--- src/sv/obp_pkg.sv ---
// shared types, constants and the pattern table for the blink pattern sequencer
// no dependencies
package obp_pkg;

   localparam int NUM_OUTPUTS_DEF = 4;
   localparam int PATTERN_ROM_DEPTH_DEF = 64;

   localparam int FUNC_W = 2;
   localparam int IDX_FIELD_W = 2;
   localparam int PID_W = 3;
   localparam int REQ_DATA_W = 8;
   localparam int RSP_FIELD_W = 4;
   localparam int RSP_DATA_W = 8;
   localparam int PERIOD_W = 10;
   localparam int DUR_W = 16;
   localparam int ROM_IDX_W = 6;
   localparam int ROM_USED = 48;
   localparam int NUM_PATTERNS = 7;

   typedef enum logic [FUNC_W-1:0] {
      FUNC_TICK  = 2'd0,
      FUNC_START = 2'd1,
      FUNC_CLEAR = 2'd2,
      FUNC_LEVEL = 2'd3
   } func_type;

   typedef enum logic [1:0] {
      KIND_TIMED = 2'd0,
      KIND_LOOP  = 2'd1,
      KIND_HOLD  = 2'd2
   } kind_type;

   typedef struct packed {
      logic             lvl;
      kind_type         kind;
      logic [DUR_W-1:0] dur;
   } entry_type;

   function automatic entry_type mk_entry(input logic lvl, input kind_type kind,
                                          input logic [DUR_W-1:0] dur);
      entry_type e;
      e.lvl  = lvl;
      e.kind = kind;
      e.dur  = dur;
      return e;
   endfunction

   // pattern table, reads past the used part give a low hold entry
   function automatic entry_type rom_lookup(input logic [ROM_IDX_W-1:0] idx);
      entry_type e;
      e = mk_entry(1'b0, KIND_HOLD, 16'd0);
      case (idx)
         6'd0: e = mk_entry(1'b1, KIND_TIMED, 16'd100);
         6'd1: e = mk_entry(1'b0, KIND_TIMED, 16'd200);
         6'd2, 6'd9, 6'd16: e = mk_entry(1'b0, KIND_LOOP, 16'd0);
         6'd3, 6'd17, 6'd19, 6'd21, 6'd23, 6'd25:
            e = mk_entry(1'b1, KIND_TIMED, 16'd10);
         6'd4: e = mk_entry(1'b1, KIND_HOLD, 16'd0);
         6'd5: e = mk_entry(1'b0, KIND_TIMED, 16'd10);
         6'd6, 6'd27, 6'd47: e = mk_entry(1'b0, KIND_HOLD, 16'd0);
         6'd7: e = mk_entry(1'b1, KIND_TIMED, 16'd30);
         6'd8: e = mk_entry(1'b0, KIND_TIMED, 16'd900);
         6'd10, 6'd12, 6'd14, 6'd28, 6'd30, 6'd32, 6'd34, 6'd36, 6'd38, 6'd40,
            6'd42, 6'd44, 6'd46:
            e = mk_entry(1'b1, KIND_TIMED, 16'd50);
         6'd11, 6'd13, 6'd29, 6'd31, 6'd33, 6'd35, 6'd37, 6'd39, 6'd41, 6'd43,
            6'd45:
            e = mk_entry(1'b0, KIND_TIMED, 16'd50);
         6'd15: e = mk_entry(1'b0, KIND_TIMED, 16'd250);
         6'd18, 6'd20, 6'd22, 6'd24, 6'd26:
            e = mk_entry(1'b0, KIND_TIMED, 16'd40);
         default: e = mk_entry(1'b0, KIND_HOLD, 16'd0);
      endcase
      return e;
   endfunction

   function automatic logic [ROM_IDX_W-1:0] pat_first(input logic [PID_W-1:0] pid);
      logic [ROM_IDX_W-1:0] f;
      f = 6'd0;
      case (pid)
         3'd0: f = 6'd0;
         3'd1: f = 6'd3;
         3'd2: f = 6'd5;
         3'd3: f = 6'd7;
         3'd4: f = 6'd10;
         3'd5: f = 6'd17;
         3'd6: f = 6'd28;
         default: f = 6'd0;
      endcase
      return f;
   endfunction

endpackage

--- src/sv/obp_div.sv ---
// shared restoring divider, one quotient bit per cycle
// depends on obp_pkg
module obp_div (
   input  logic                         clock,
   input  logic                         reset,
   input  logic                         start,
   input  logic [obp_pkg::DUR_W-1:0]    dividend,
   input  logic [obp_pkg::PERIOD_W-1:0] divisor,
   output logic                         done,
   output logic [obp_pkg::DUR_W-1:0]    quotient
);
   import obp_pkg::*;

   localparam int CNT_W = $clog2(DUR_W + 1);

   logic                active_ff;
   logic                done_ff;
   logic [CNT_W-1:0]    cnt_ff;
   logic [PERIOD_W-1:0] div_ff;
   logic [PERIOD_W-1:0] rem_ff;
   logic [DUR_W-1:0]    quo_ff;

   logic [PERIOD_W:0]   shifted;
   logic [PERIOD_W:0]   diff;
   logic                ge;
   logic [PERIOD_W-1:0] rem_in;
   logic [DUR_W-1:0]    quo_in;

   always_comb begin
      shifted = {rem_ff, quo_ff[DUR_W-1]};
      diff    = shifted - {1'b0, div_ff};
      ge      = shifted >= {1'b0, div_ff};
      rem_in  = ge ? diff[PERIOD_W-1:0] : shifted[PERIOD_W-1:0];
      quo_in  = {quo_ff[DUR_W-2:0], ge};
   end

   always_ff @(posedge clock) begin
      if (reset) begin
         active_ff <= 1'b0;
         done_ff   <= 1'b0;
         cnt_ff    <= '0;
      end else begin
         done_ff <= 1'b0;
         if (start) begin
            active_ff <= 1'b1;
            cnt_ff    <= CNT_W'(DUR_W);
            div_ff    <= (divisor == '0) ? PERIOD_W'(1) : divisor;
            rem_ff    <= '0;
            quo_ff    <= dividend;
         end else if (active_ff) begin
            rem_ff <= rem_in;
            quo_ff <= quo_in;
            cnt_ff <= cnt_ff - CNT_W'(1);
            if (cnt_ff == CNT_W'(1)) begin
               active_ff <= 1'b0;
               done_ff   <= 1'b1;
            end
         end
      end
   end

   assign done     = done_ff;
   assign quotient = quo_ff;

endmodule

--- src/sv/output_blink_pattern_sequencer.sv ---
// blink pattern sequencer top level: per-output state, sequencer and shared divider
// a start item passes the dispatch, load and divide states, a clear or level item only dispatch;
// a tick item walks every output and fetches, loads and divides for each output whose count expires
// requests are taken one at a time, only in the idle state, and wait on the shared divider and the output walk
// reset clears all outputs, counts and patterns and sets tick_period to 1
module output_blink_pattern_sequencer #(
   parameter int NUM_OUTPUTS       = obp_pkg::NUM_OUTPUTS_DEF,
   parameter int PATTERN_ROM_DEPTH = obp_pkg::PATTERN_ROM_DEPTH_DEF
) (
   input  logic                           clock,
   input  logic                           reset,
   input  logic                           req_tvalid,
   output logic                           req_tready,
   // output_index, pattern_id, level, zero fill
   input  logic [obp_pkg::REQ_DATA_W-1:0] req_tdata,
   // func
   input  logic [obp_pkg::FUNC_W-1:0]     req_tuser,
   output logic                           rsp_tvalid,
   input  logic                           rsp_tready,
   // levels, running
   output logic [obp_pkg::RSP_DATA_W-1:0] rsp_tdata,
   input  logic                           csr_valid,
   output logic                           csr_ready,
   input  logic [obp_pkg::PERIOD_W-1:0]   csr_wdata
);
   import obp_pkg::*;

   localparam int IDX_W = (NUM_OUTPUTS > 1) ? $clog2(NUM_OUTPUTS) : 1;
   localparam int PTR_W = $clog2(PATTERN_ROM_DEPTH) + 1;

   typedef enum logic [2:0] {
      ST_IDLE,
      ST_DISPATCH,
      ST_TICK,
      ST_FETCH,
      ST_LOAD,
      ST_DIV,
      ST_DONE
   } state_type;

   state_type            state_ff;
   logic [PERIOD_W-1:0]  tick_period_ff;
   logic [FUNC_W-1:0]    func_ff;
   logic [PID_W-1:0]     pid_ff;
   logic                 lvl_bit_ff;
   logic                 idx_ok_ff;
   logic                 tick_mode_ff;
   logic [IDX_W-1:0]     cur_ff;
   logic [PTR_W-1:0]     load_addr_ff;
   logic                 rsp_tvalid_ff;
   logic [RSP_DATA_W-1:0] rsp_data_ff;

   logic                 level_ff [NUM_OUTPUTS];
   logic [DUR_W-1:0]     count_ff [NUM_OUTPUTS];
   logic [PTR_W-1:0]     ptr_ff   [NUM_OUTPUTS];
   logic [PTR_W-1:0]     start_ff [NUM_OUTPUTS];

   logic [PTR_W-1:0]     rom_addr;
   entry_type            rom_e;
   logic                 div_start;
   logic                 div_done;
   logic [DUR_W-1:0]     div_q;
   logic [RSP_FIELD_W-1:0] levels_vec;
   logic [RSP_FIELD_W-1:0] running_vec;
   logic [PTR_W-1:0]     first_ptr;
   logic                 last_out;

   assign req_tready = (state_ff == ST_IDLE);
   assign csr_ready  = 1'b1;
   assign rsp_tvalid = rsp_tvalid_ff;
   assign rsp_tdata  = rsp_data_ff;

   assign rom_addr  = (state_ff == ST_FETCH) ? ptr_ff[cur_ff] : load_addr_ff;
   assign div_start = (state_ff == ST_LOAD);
   assign first_ptr = PTR_W'(pat_first(pid_ff));
   assign last_out  = (cur_ff == IDX_W'(NUM_OUTPUTS - 1));

   always_comb begin
      if ((32'(rom_addr) < 32'(ROM_USED)) && (32'(rom_addr) < 32'(PATTERN_ROM_DEPTH))) begin
         rom_e = rom_lookup(rom_addr[ROM_IDX_W-1:0]);
      end else begin
         rom_e = mk_entry(1'b0, KIND_HOLD, 16'd0);
      end
   end

   genvar gi;
   generate
      for (gi = 0; gi < RSP_FIELD_W; gi++) begin : g_status
         if (gi < NUM_OUTPUTS) begin : g_used
            assign levels_vec[gi]  = level_ff[gi];
            assign running_vec[gi] = (count_ff[gi] != '0);
         end else begin : g_unused
            assign levels_vec[gi]  = 1'b0;
            assign running_vec[gi] = 1'b0;
         end
      end
   endgenerate

   obp_div u_div (
      .clock    (clock),
      .reset    (reset),
      .start    (div_start),
      .dividend (rom_e.dur),
      .divisor  (tick_period_ff),
      .done     (div_done),
      .quotient (div_q)
   );

   always_ff @(posedge clock) begin
      if (reset) begin
         state_ff       <= ST_IDLE;
         tick_period_ff <= PERIOD_W'(1);
         rsp_tvalid_ff  <= 1'b0;
         cur_ff         <= '0;
         tick_mode_ff   <= 1'b0;
         for (int i = 0; i < NUM_OUTPUTS; i++) begin
            level_ff[i] <= 1'b0;
            count_ff[i] <= '0;
            ptr_ff[i]   <= '0;
            start_ff[i] <= '0;
         end
      end else begin
         if (csr_valid && csr_ready) begin
            tick_period_ff <= csr_wdata;
         end
         if (rsp_tready) begin
            rsp_tvalid_ff <= 1'b0;
         end
         case (state_ff)
            ST_IDLE: begin
               if (req_tvalid) begin
                  func_ff    <= req_tuser;
                  cur_ff     <= IDX_W'(req_tdata[1:0]);
                  idx_ok_ff  <= (32'(req_tdata[1:0]) < 32'(NUM_OUTPUTS));
                  pid_ff     <= req_tdata[4:2];
                  lvl_bit_ff <= req_tdata[5];
                  state_ff   <= ST_DISPATCH;
               end
            end
            ST_DISPATCH: begin
               tick_mode_ff <= 1'b0;
               state_ff     <= ST_DONE;
               case (func_type'(func_ff))
                  FUNC_TICK: begin
                     tick_mode_ff <= 1'b1;
                     cur_ff       <= '0;
                     state_ff     <= ST_TICK;
                  end
                  FUNC_START: begin
                     if (idx_ok_ff && (32'(pid_ff) < 32'(NUM_PATTERNS)) &&
                         (start_ff[cur_ff] != first_ptr + PTR_W'(1))) begin
                        start_ff[cur_ff] <= first_ptr + PTR_W'(1);
                        load_addr_ff     <= first_ptr;
                        state_ff         <= ST_LOAD;
                     end
                  end
                  FUNC_CLEAR: begin
                     if (idx_ok_ff) begin
                        start_ff[cur_ff] <= '0;
                        ptr_ff[cur_ff]   <= '0;
                     end
                  end
                  FUNC_LEVEL: begin
                     if (idx_ok_ff) begin
                        level_ff[cur_ff] <= lvl_bit_ff;
                     end
                  end
                  default: state_ff <= ST_DONE;
               endcase
            end
            ST_TICK: begin
               if (count_ff[cur_ff] == '0 || count_ff[cur_ff] != DUR_W'(1) ||
                   start_ff[cur_ff] == '0) begin
                  if (count_ff[cur_ff] != '0) begin
                     count_ff[cur_ff] <= count_ff[cur_ff] - DUR_W'(1);
                     if (count_ff[cur_ff] == DUR_W'(1)) begin
                        level_ff[cur_ff] <= 1'b0;
                     end
                  end
                  if (last_out) begin
                     state_ff <= ST_DONE;
                  end else begin
                     cur_ff <= cur_ff + IDX_W'(1);
                  end
               end else begin
                  count_ff[cur_ff] <= '0;
                  state_ff         <= ST_FETCH;
               end
            end
            ST_FETCH: begin
               case (rom_e.kind)
                  KIND_HOLD: begin
                     level_ff[cur_ff] <= rom_e.lvl;
                     start_ff[cur_ff] <= '0;
                     ptr_ff[cur_ff]   <= ptr_ff[cur_ff] + PTR_W'(1);
                     if (last_out) begin
                        state_ff <= ST_DONE;
                     end else begin
                        cur_ff   <= cur_ff + IDX_W'(1);
                        state_ff <= ST_TICK;
                     end
                  end
                  KIND_LOOP: begin
                     load_addr_ff <= start_ff[cur_ff] - PTR_W'(1);
                     state_ff     <= ST_LOAD;
                  end
                  default: begin
                     load_addr_ff <= ptr_ff[cur_ff];
                     state_ff     <= ST_LOAD;
                  end
               endcase
            end
            ST_LOAD: begin
               level_ff[cur_ff] <= rom_e.lvl;
               ptr_ff[cur_ff]   <= load_addr_ff + PTR_W'(1);
               state_ff         <= ST_DIV;
            end
            ST_DIV: begin
               if (div_done) begin
                  count_ff[cur_ff] <= div_q;
                  if (tick_mode_ff && !last_out) begin
                     cur_ff   <= cur_ff + IDX_W'(1);
                     state_ff <= ST_TICK;
                  end else begin
                     state_ff <= ST_DONE;
                  end
               end
            end
            ST_DONE: begin
               if (!rsp_tvalid_ff || rsp_tready) begin
                  rsp_tvalid_ff <= 1'b1;
                  rsp_data_ff   <= {running_vec, levels_vec};
                  state_ff      <= ST_IDLE;
               end
            end
            default: state_ff <= ST_IDLE;
         endcase
      end
   end

endmodule
--- config.mk ---
export PLATFORM = sky130hd
export DESIGN_NAME = output_blink_pattern_sequencer
export DESIGN_NICKNAME = d
export VERILOG_FILES = /design/src/sv/obp_pkg.sv /design/src/sv/obp_div.sv /design/src/sv/output_blink_pattern_sequencer.sv
export SDC_FILE = /design/constraint.sdc
export NUM_CORES = 1
export LEC_CHECK = 0
export BUFFER_PORTS_ARGS = -buffer_cell sky130_fd_sc_hd__buf_2
export CORE_MARGIN = 10
export CORE_UTILIZATION = 45
export DETAILED_ROUTE_END_ITERATION = 16
export SETUP_SLACK_MARGIN = 0.2
export SLEW_MARGIN = 20
export SYNTH_ARGS = -nofsm -noshare
export SYNTH_HDL_FRONTEND = slang
export SYNTH_SLANG_ARGS = --single-unit
export TNS_END_PERCENT = 1
--- constraint.sdc ---
create_clock -name clock -period 10.8 [get_ports clock]
set_input_delay 3.24 -clock clock [delete_from_list [all_inputs] [get_ports clock]]
set_output_delay 3.24 -clock clock [all_outputs]
set_load 0.02 [all_outputs]
; ---- Word-level counts from Yosys, hierarchy flattened
; Memories as Yosys holds them, arrays and structs flattened. A register that Yosys moved wholly into a read port is not among the register bits.
; Cells that the tools add are included.
[totals]
elab_cells = 220
output_inout_bits = 11
input_bits = 25
mem_bits_rw = 124
latch_bits = 0
memories = 5
romBits = 768
reg_bits = 81
[classes]
n_addsub = 8
div = 0
shifts = 0
n_mul = 0
n_reduce_logical = 34
muxes = 108
magnitude_cmp = 4
n_bitwise = 11
eq_ne = 33
[mem_list]
columns = name, depth, word_bits, rd, rd_ports_with_merged_regs, wr, line_no
row1 = (no name shown), 64, 12, 1, 0, 0, obp_pkg.sv:52  ; case (idx)
row2 = count_ff, 4, 16, 5, 1, 4, output_blink_pattern_sequencer.sv:54  ; logic [DUR_W-1:0] count_ff [NUM_OUTPUTS];
row3 = ptr_ff, 4, 7, 1, 1, 4, output_blink_pattern_sequencer.sv:55  ; logic [PTR_W-1:0] ptr_ff [NUM_OUTPUTS];
row4 = start_ff, 4, 7, 1, 1, 4, output_blink_pattern_sequencer.sv:56  ; logic [PTR_W-1:0] start_ff [NUM_OUTPUTS];
row5 = level_ff, 4, 1, 4, 4, 4, output_blink_pattern_sequencer.sv:53  ; logic level_ff [NUM_OUTPUTS];
[op_table]
columns = operator, n
row1 = 16-bit two-way mux, 5
row2 = 16-bit nonzero test, 5
row3 = 7-bit two-way mux, 9
row4 = 1-bit two-way mux, 57
row5 = 2-bit two-way mux, 18
row6 = 5-bit case mux with 6 select lines, 1
row7 = 7-bit case mux with 2 select lines, 2
row8 = 3-bit two-way mux, 8
row9 = 3-bit case mux with 7 select lines, 1
row10 = 10-bit two-way mux, 2
row11 = 19-bit two-way mux, 1
row12 = 3-bit == test (second input constant), 6
row13 = 16-bit by 1-bit == test with 1-bit output (second input constant), 1
row14 = 16-bit logical NOT, 1
row15 = 16-bit by 1-bit != test with 1-bit output (second input constant), 1
row16 = 16-bit OR reduction, 1
row17 = 16-bit by 1-bit subtractor with 16-bit output (second input constant), 1
row18 = 7-bit by 1-bit adder with 7-bit output (second input constant), 2
row19 = 2-bit != test (second input constant), 7
row20 = 7-bit OR reduction, 2
row21 = 3-bit by 2-bit == test with 1-bit output (second input constant), 4
row22 = 11-bit by 10-bit greater-or-equal comparator with 1-bit output, 1
row23 = 10-bit logical NOT, 1
row24 = 5-bit two-way mux, 2
row25 = 35 further kinds, 59

; ---- Depth between registers and ports, before layout
; Gate-level depths: netlist of the first run.
[logic_depth]
word_depth = 14
ltp_mapped = 16
depth_no_buf = 11

; ---- Hierarchy
; A second synthesis of the first run with hierarchy kept.
[unflattened]
cells_unflattened = 958
hier_area_um2 = 11139.4
[by_module_without_submodules]
columns = module, cells_each, area_per_inst_um2, seq_area_each_um2, instances
row1 = output_blink_pattern_sequencer, 768, 8844.7, 4614.4, 1
row2 = obp_div, 190, 2294.7, 1221.2, 1

; ---- Least setup slack after synthesis of the first run
; Ideal clock, no wire load.
[synth_timing]
path_kind = input to register
from = input port reset
to = memory count_ff[3][0] (enable)
setup_time_ns = 0.411
cell_stages = 4
path_buffers = 1
slack_ns = 5.075
arrival_ns = 5.314
t_required_ns = 10.389
path_cell_list = nor4_1 -> buf_1 -> nor2_2 -> o21ai_0
[synth_lines]
columns = item, line_no
row1 = "start, declared", output_blink_pattern_sequencer.sv:11  ; input logic reset,
row2 = "end, declared", output_blink_pattern_sequencer.sv:54

==> metrics.csv, run 1 <==
stage,metric,value,unit
placement,place_congestion,0.845,
finish,final_layout_size_suffix_gt1_share,16.4,%
cts,cts_root_buf,clkbuf_16,
worst_setup_path,crit_path_start_kind,primary input,
timing,worstMarginPinSlew,1.01,ns
finish,syn_to_final_growth,10.5,%
timing,timing.final.crit_share,52.5,%
yosys,ys_ff_latch,203,
worst_setup_path,crit_type,primary input to flip-flop,
cts,clk_pin_slew,0.06,ns
worst_setup_path,worstPathCellList,buf_2 -> clkinv_1 -> nand2_1 -> nand2_4 -> o21ai_2 -> nand2_1,
timing,setup_slack,5.13,ns
detailed_routing,ant_nets,0,
cts,postCtsResizedCells,0,
yosys,synth_area,10900,µm²
worst_setup_path,r2r_setup_slack,6.08,ns
status,status,"finished, final reports clean",
cts,numClockSinks,203,
yosys,synthFlopType,edfxtp_1,
placement,io_buffer_count,32,
global_route,grt_pass1_wl,40500,µm
pwr,ir_drop,148,µV
detailed_routing,drc,0,
floorplanning,initial_core_util,46.0,%
timing,rsz0062_at_grt,false,
timing,maxSlewViolCount,0,
yosys,avgSynthCellArea,11.5,µm²
pwr,power.density,246,nW/µm²
worst_setup_path,worstPathBufferInverterCount,2,
cts,h-tree-depth,1,
worst_setup_path,worstPathRequired,10.99,ns
yosys,ys_seq_area_share,53.7,%
worst_setup_path,max_stage_delay,0.78,ns
cts,hold_buffers,0,
detailed_routing,drt-met1-wl,11000,µm
finish,mostFrequentLayoutCells,"nor2_1, edfxtp_1, nand2_1, inv_1, nor3_1",
yosys,yosysUniqueCellTypes,82,
global_route,antenna_found_initial,1,
timing,fin_setup_tns,0,ns
detailed_routing,viasPerCell,5.63,
global_route,grt_overflow,0,
detailed_routing,num_vias,7342,
floorplanning,die_area,30800,µm²
floorplanning,die_h,175,µm
cts,cts_setup_buffers,0,
timing,skew,0.0194,ns
timing,max_freq,176,MHz
placement,dp.cells,1259,
finish,nNetsFinal,1019,
worst_setup_path,cp-end-kind,flip-flop,
detailed_routing,drtPass1Iterations,5,
detailed_routing,routed_wl,25100,µm
timing,hold_violations,0,
detailed_routing,met3_length,870,µm
placement,dp_slack,4.57,ns
finish,multi_input_area,4620,µm²
worst_setup_path,crit_arrival,5.86,ns
worst_setup_path,crit_fanout,32,
yosys,netlist_instances,948,
worst_setup_path,crit_slowest_cell,clkinv_1,
finish,fillers,2160,
cts,clock_latency,0.53,ns
pwr,p_leak,4.32,nW
floorplanning,rows,56,
detailed_routing,wire_per_inst,19.3,µm
cts,clock_path_buffers,3,
yosys,yosysWarnings,0,
finish,seq_area,5840,µm²
run,drv_cap,0,
timing,maxSlewHeadroom,30.8,%
global_route,track_usage,16.2,%
pwr,fin_total_pwr,0.00296,W
worst_setup_path,cp_common_cell,nand2_1,
floorplanning,core,23600,µm²
timing,min_period,5.67,ns
global_route,grt_max_degree,33,
placement,dp_hpwl,17500,µm
cts,cts_buffers,24,
finish,final_cells,1303,
yosys,synth-edff-count,177,
yosys,postSynth.asyncResetShare,0,%
cts,cts_tree,built,
detailed_routing,wl_met2,12500,µm
detailed_routing,drt_iter0_markers,546,
worst_setup_path,critPathTopFamily,buffers and inverters,
timing,finalSetupViolCount,0,
floorplanning,die_w,175,µm
floorplanning,ios,36,
detailed_routing,top_layer,met4,
min_path,min_path_type,flip-flop to flip-flop,
global_route,grt_pass1_vias,7482,
[synthesized netlist by cell type, types with 11 or more instances]
| master | instances | area share (%) |
|---|---|---|
| nor2b_1 | 12 | 0.69 |
| mux2i_1 | 24 | 2.2 |
| nand3_1 | 12 | 0.55 |
| nor2_1 | 178 | 6.1 |
| clkbuf_1 | 30 | 1.0 |
| xor2_1 | 17 | 1.4 |
| nor3_1 | 37 | 1.7 |
| o21ai_0 | 33 | 1.5 |
| mux4_2 | 28 | 5.8 |
| nand2_1 | 52 | 1.8 |
| a22oi_1 | 12 | 0.83 |
| dfxtp_1 | 26 | 4.8 |
| nor4_1 | 23 | 1.3 |
| inv_1 | 37 | 1.3 |
| edfxtp_1 | 177 | 49 |
| ha_1 | 27 | 3.1 |
| xnor2_1 | 18 | 1.5 |
| buf_2 | 11 | 0.51 |
| a21oi_1 | 30 | 1.4 |
[flip-flops by register name, indices dropped and copies added, names as in the netlist, named ones only]
register         count
state_ff             3
u_div.done           1
u_div.cnt_ff         5
count_ff            64
rsp_tvalid           1
tick_mode_ff         1
start_ff            24
lvl_bit_ff           1
pid_ff               3
u_div.rem_ff        10
tick_period_ff      10
ptr_ff              28
level_ff             4
u_div.quotient      16
u_div.active_ff      1
func_ff              2
u_div.div_ff        10
load_addr_ff         7
rsp_tdata            8
cur_ff               2
[layout make-up]
cell class	count	area share, %
clock buffers	33	5.28
diodes	1	0.0208
flip-flops and latches	203	48.6
clock inverters	10	0.948
repair buffers	44	2.08
well taps	319	3.32
inverters	40	1.25
multi-input cells	653	38.5
[path summary, 6_finish.rpt]
path | from | end | cells after the start
max | reset | ptr_ff[0][0] | 6
max reg2reg | flip-flop | start_ff[3][5] | 9
min | level_ff[1] | rsp_tdata[1] | 0
min reg2reg | level_ff[1] | rsp_tdata[1] | 0
[worst register-to-register path: stages (launching register included)]
cell     delay [ns]
dfxtp_2        0.71
buf_4          0.41
mux4_1         0.79
mux2i_1        0.86
and4_1         0.36
o32ai_4        0.14
nor2_1         0.17
nor2_1         0.10
and3_4         0.22
a21oi_1        0.59
[kinds of logic (layout without fill, tap and decap cells)]
kind of cell,count (synthesis),in the layout,synth area share (%)
xor+xnor,35,35,2.82
mux,60,60,9.14
compound gates,148,148,9.92
flops,203,203,53.7
fa+ha+maj,28,28,3.29
simple gates,377,377,17.0
other cells,2,6,0.0691
buf+inv,95,127,4.04
[through the flow]
step	util [%]	hold slack [ns]	instance area [µm²]
2_1_floorplan	-	0.400	10900
3_3_place_gp	47.7	0.404	11300
3_5_place_dp	47.7	0.406	11300
4_1_cts	50.8	0.421	12000
5_1_grt	50.8	0.426	12000
6_report	50.9	0.420	12000
[layer usage]
layer / track usage (%) / up-vias
li1: - / 3534
met1: 20.7 / 3612
met2: 27.7 / 153
met3: 2.12 / 43
met4: 5.58 / 0
met5: 0 / -
[power by group]
| group | leakage (nW) | internal, W | total, W | switching (W) |
|---|---|---|---|---|
| clock | 0.357 | 0.000459 | 0.000779 | 0.000320 |
| combinational | 2.00 | 0.000416 | 0.00106 | 0.000641 |
| sequential | 1.96 | 0.00100 | 0.00112 | 0.000118 |
Power figures use the tool's default switching activity.
==> inputs of run 2 (changes only) <==
--- a/config.mk
+++ b/config.mk
@@ -5,6 +5,7 @@
 export SDC_FILE = /design/constraint.sdc
 export NUM_CORES = 1
 export LEC_CHECK = 0
+export ABC_AREA = 1
 export BUFFER_PORTS_ARGS = -buffer_cell sky130_fd_sc_hd__buf_2
 export CORE_MARGIN = 10
 export CORE_UTILIZATION = 45
==> constraint.sdc (replaced) <==
create_clock -name clock -period 5.6 [get_ports clock]
set_input_delay 1.68 -clock clock [delete_from_list [all_inputs] [get_ports clock]]
set_output_delay 1.68 -clock clock [all_outputs]
set_load 0.02 [all_outputs]
==> run 2 against run 1 <==
  * Register-to-register slack got worse by 4.3 ns
  * Synthesized cell count rose by 41%
  * Critical path depth rose by 7
  * Largest power group is now combinational cells
  * Cell area rose by 4.8%
  * Global-route usage rose by 1.3 points
  * Hold slack improved by 0.0019 ns
  * Count of clock-buffer cells in the layout rose by 3
  * Non-clock buffer count rose by 3
==> metrics.csv, run 2 <==
stage,metric,value,unit
status,status,"finished, final reports clean",
detailed_routing,wire_per_inst,16.4,µm
finish,seq_area,5840,µm²
yosys,postSynth.asyncResetShare,0,%
worst_setup_path,crit_type,flip-flop to flip-flop,
cts,cts_tree,built,
detailed_routing,num_vias,8946,
cts,cts_root_buf,clkbuf_16,
cts,clock_path_buffers,3,
detailed_routing,drtPass1Iterations,5,
pwr,p_leak,5.34,nW
worst_setup_path,cp-end-kind,flip-flop,
global_route,grt_pass1_vias,8586,
cts,clk_pin_slew,0.06,ns
timing,max_freq,261,MHz
cts,h-tree-depth,1,
finish,final_layout_size_suffix_gt1_share,11.0,%
global_route,grt_pass1_wl,44900,µm
yosys,yosysWarnings,0,
global_route,antenna_found_initial,0,
cts,cts_setup_buffers,0,
timing,maxSlewViolCount,0,
cts,cts_buffers,24,
yosys,synthFlopType,edfxtp_1,
floorplanning,initial_core_util,45.5,%
detailed_routing,routed_wl,27800,µm
timing,maxSlewHeadroom,26.8,%
finish,syn_to_final_growth,10.1,%
finish,multi_input_area,4670,µm²
pwr,power.density,465,nW/µm²
global_route,grt_max_degree,59,
placement,dp_hpwl,19600,µm
finish,mostFrequentLayoutCells,"nand2_1, edfxtp_1, nor2_1, inv_1, nand3_1",
detailed_routing,ant_nets,0,
yosys,yosysUniqueCellTypes,52,
timing,timing.hold.ws,0.422,ns
min_path,min_path_type,flip-flop to flip-flop,
yosys,yosysTopAreaCell,edfxtp_1,
finish,top_register,count_ff,
timing,finalSetupViolCount,0,
finish,nNetsFinal,1403,
timing,rsz0062_at_grt,false,
floorplanning,die_area,32200,µm²
cts,hold_buffers,0,
floorplanning,ios,36,
yosys,synth-edff-count,177,
timing,worstMarginPinSlew,1.10,ns
worst_setup_path,crit_arrival,3.89,ns
cts,postCtsResizedCells,0,
finish,diodes,0,
yosys,ys_seq_area_share,51.0,%
detailed_routing,drc,0,
cts,numClockSinks,203,
global_route,grt_overflow,0,
pwr,ir_drop,299,µV
yosys,avgSynthCellArea,8.58,µm²
yosys,yosys.area.top_type_share,46.5,%
detailed_routing,viasPerCell,5.27,
yosys,ys_ff_latch,203,
worst_setup_path,crit_path_start_kind,flip-flop,
floorplanning,die_h,179,µm
timing,hold_violations,0,
worst_setup_path,crit_fanout,30,
yosys,synth_area,11400,µm²
yosys,synth_area_leaders,"edfxtp_1, nand2_1, nor2_1, dfxtp_1, inv_1",
finish,largest_reg_flops,64,
placement,place_congestion,0.892,
finish,mostFrequentLayoutCell,nand2_1,
cts,clock_latency,0.54,ns
timing,min_period,3.83,ns
yosys,netlist_instances,1332,
timing,skew,0.0310,ns
placement,io_buffer_count,32,
floorplanning,rows,58,
finish,top_regs,"count_ff: 64 flops, ptr_ff: 28 flops, start_ff: 24 flops",
yosys,ys_top_cells_by_count,"nand2_1, edfxtp_1, nor2_1, inv_1, nand3_1",
timing,fin_setup_tns,0,ns
floorplanning,core,25100,µm²
yosys,yosysMostFrequentCell,nand2_1,
run,drv_cap,0,
global_route,track_usage,17.5,%
finish,fillers,2449,
timing,timing.final.crit_share,68.4,%
floorplanning,die_w,179,µm
detailed_routing,drt_iter0_markers,668,
worst_setup_path,worstPathRequired,5.66,ns
==> run 2: per-stage QoR <==
| stage | total power (W) | cells | util (%) | area (µm²) | worst slack (ns) |
|---|---|---|---|---|---|
| 4_1_cts | 0.00588 | 1698 | 50.1 | 12600 | 1.71 |
| 5_1_grt | 0.00626 | 1698 | 50.1 | 12600 | 1.49 |
| 6_report | 0.00585 | 1698 | 50.1 | 12600 | 1.77 |
| 2_1_floorplan | 0.00375 | 1335 | - | 11400 | 2.44 |
| 3_3_place_gp | 0.00423 | 1654 | 46.8 | 11800 | 1.39 |
| 3_5_place_dp | 0.00425 | 1654 | 46.8 | 11800 | 1.35 |
==> run 2: worst paths after layout <==
kind / slack [ns] / endpoint / cells after the start / from
min reg2reg: 0.42 / rsp_tdata[2] / 0 / level_ff[2]
max: 1.77 / count_ff[2][7] / 13 / flip-flop
min: 0.42 / rsp_tdata[2] / 0 / level_ff[2]
max reg2reg: 1.77 / count_ff[2][7] / 13 / flip-flop
==> run 2: final cells by class <==
class | count | area share (%)
clock inverter | 8 | 0.666
multi-input combinational | 923 | 37.1
inverter | 151 | 4.50
timing repair buffer | 47 | 2.17
clock buffer | 36 | 5.96
tap | 330 | 3.28
sequential | 203 | 46.4
==> run 2: worst max-delay path: stages, from the launching register on <==
cell and delay [ns]:
dfxtp_2 0.33, inv_2 0.21, buf_4 0.31, nand2_1 0.07
nand3_1 0.06, nand2_1 0.19, ha_1 0.25, nand3_2 0.18
nor2_2 0.25, a21oi_2 0.11, nor2_4 0.39, nor2_2 0.08
nand2_2 0.34, nand2_1 0.57
==> run 2: logic make-up after synthesis <==
| group | after synthesis | synth area share [%] |
|---|---|---|
| AO/OA/AOI/OAI | 195 | 9.24 |
| adder cells (fa/ha/maj) | 28 | 3.13 |
| XOR/XNOR | 27 | 2.07 |
| other | 2 | 0.0657 |
| flip-flops | 203 | 51.0 |
| buffers and inverters | 209 | 8.24 |
| AND/OR/NAND/NOR | 668 | 26.2 |
==> run 2: routing by layer <==
metal	GRT usage (%)	vias to the layer above	routed length (µm)
met1	24.5	4182	13200
li1	-	4506	-
met4	3.89	0	408
met3	2.58	33	1480
met2	28.1	225	12700
met5	0	-	0
==> run 2: where the power goes <==
| group | switching [W] | internal, W |
|---|---|---|
| sequential | 0.000126 | 0.00198 |
| combinational | 0.00152 | 0.000621 |
| clock | 0.000634 | 0.000979 |
| total | 0.00228 | 0.00358 |
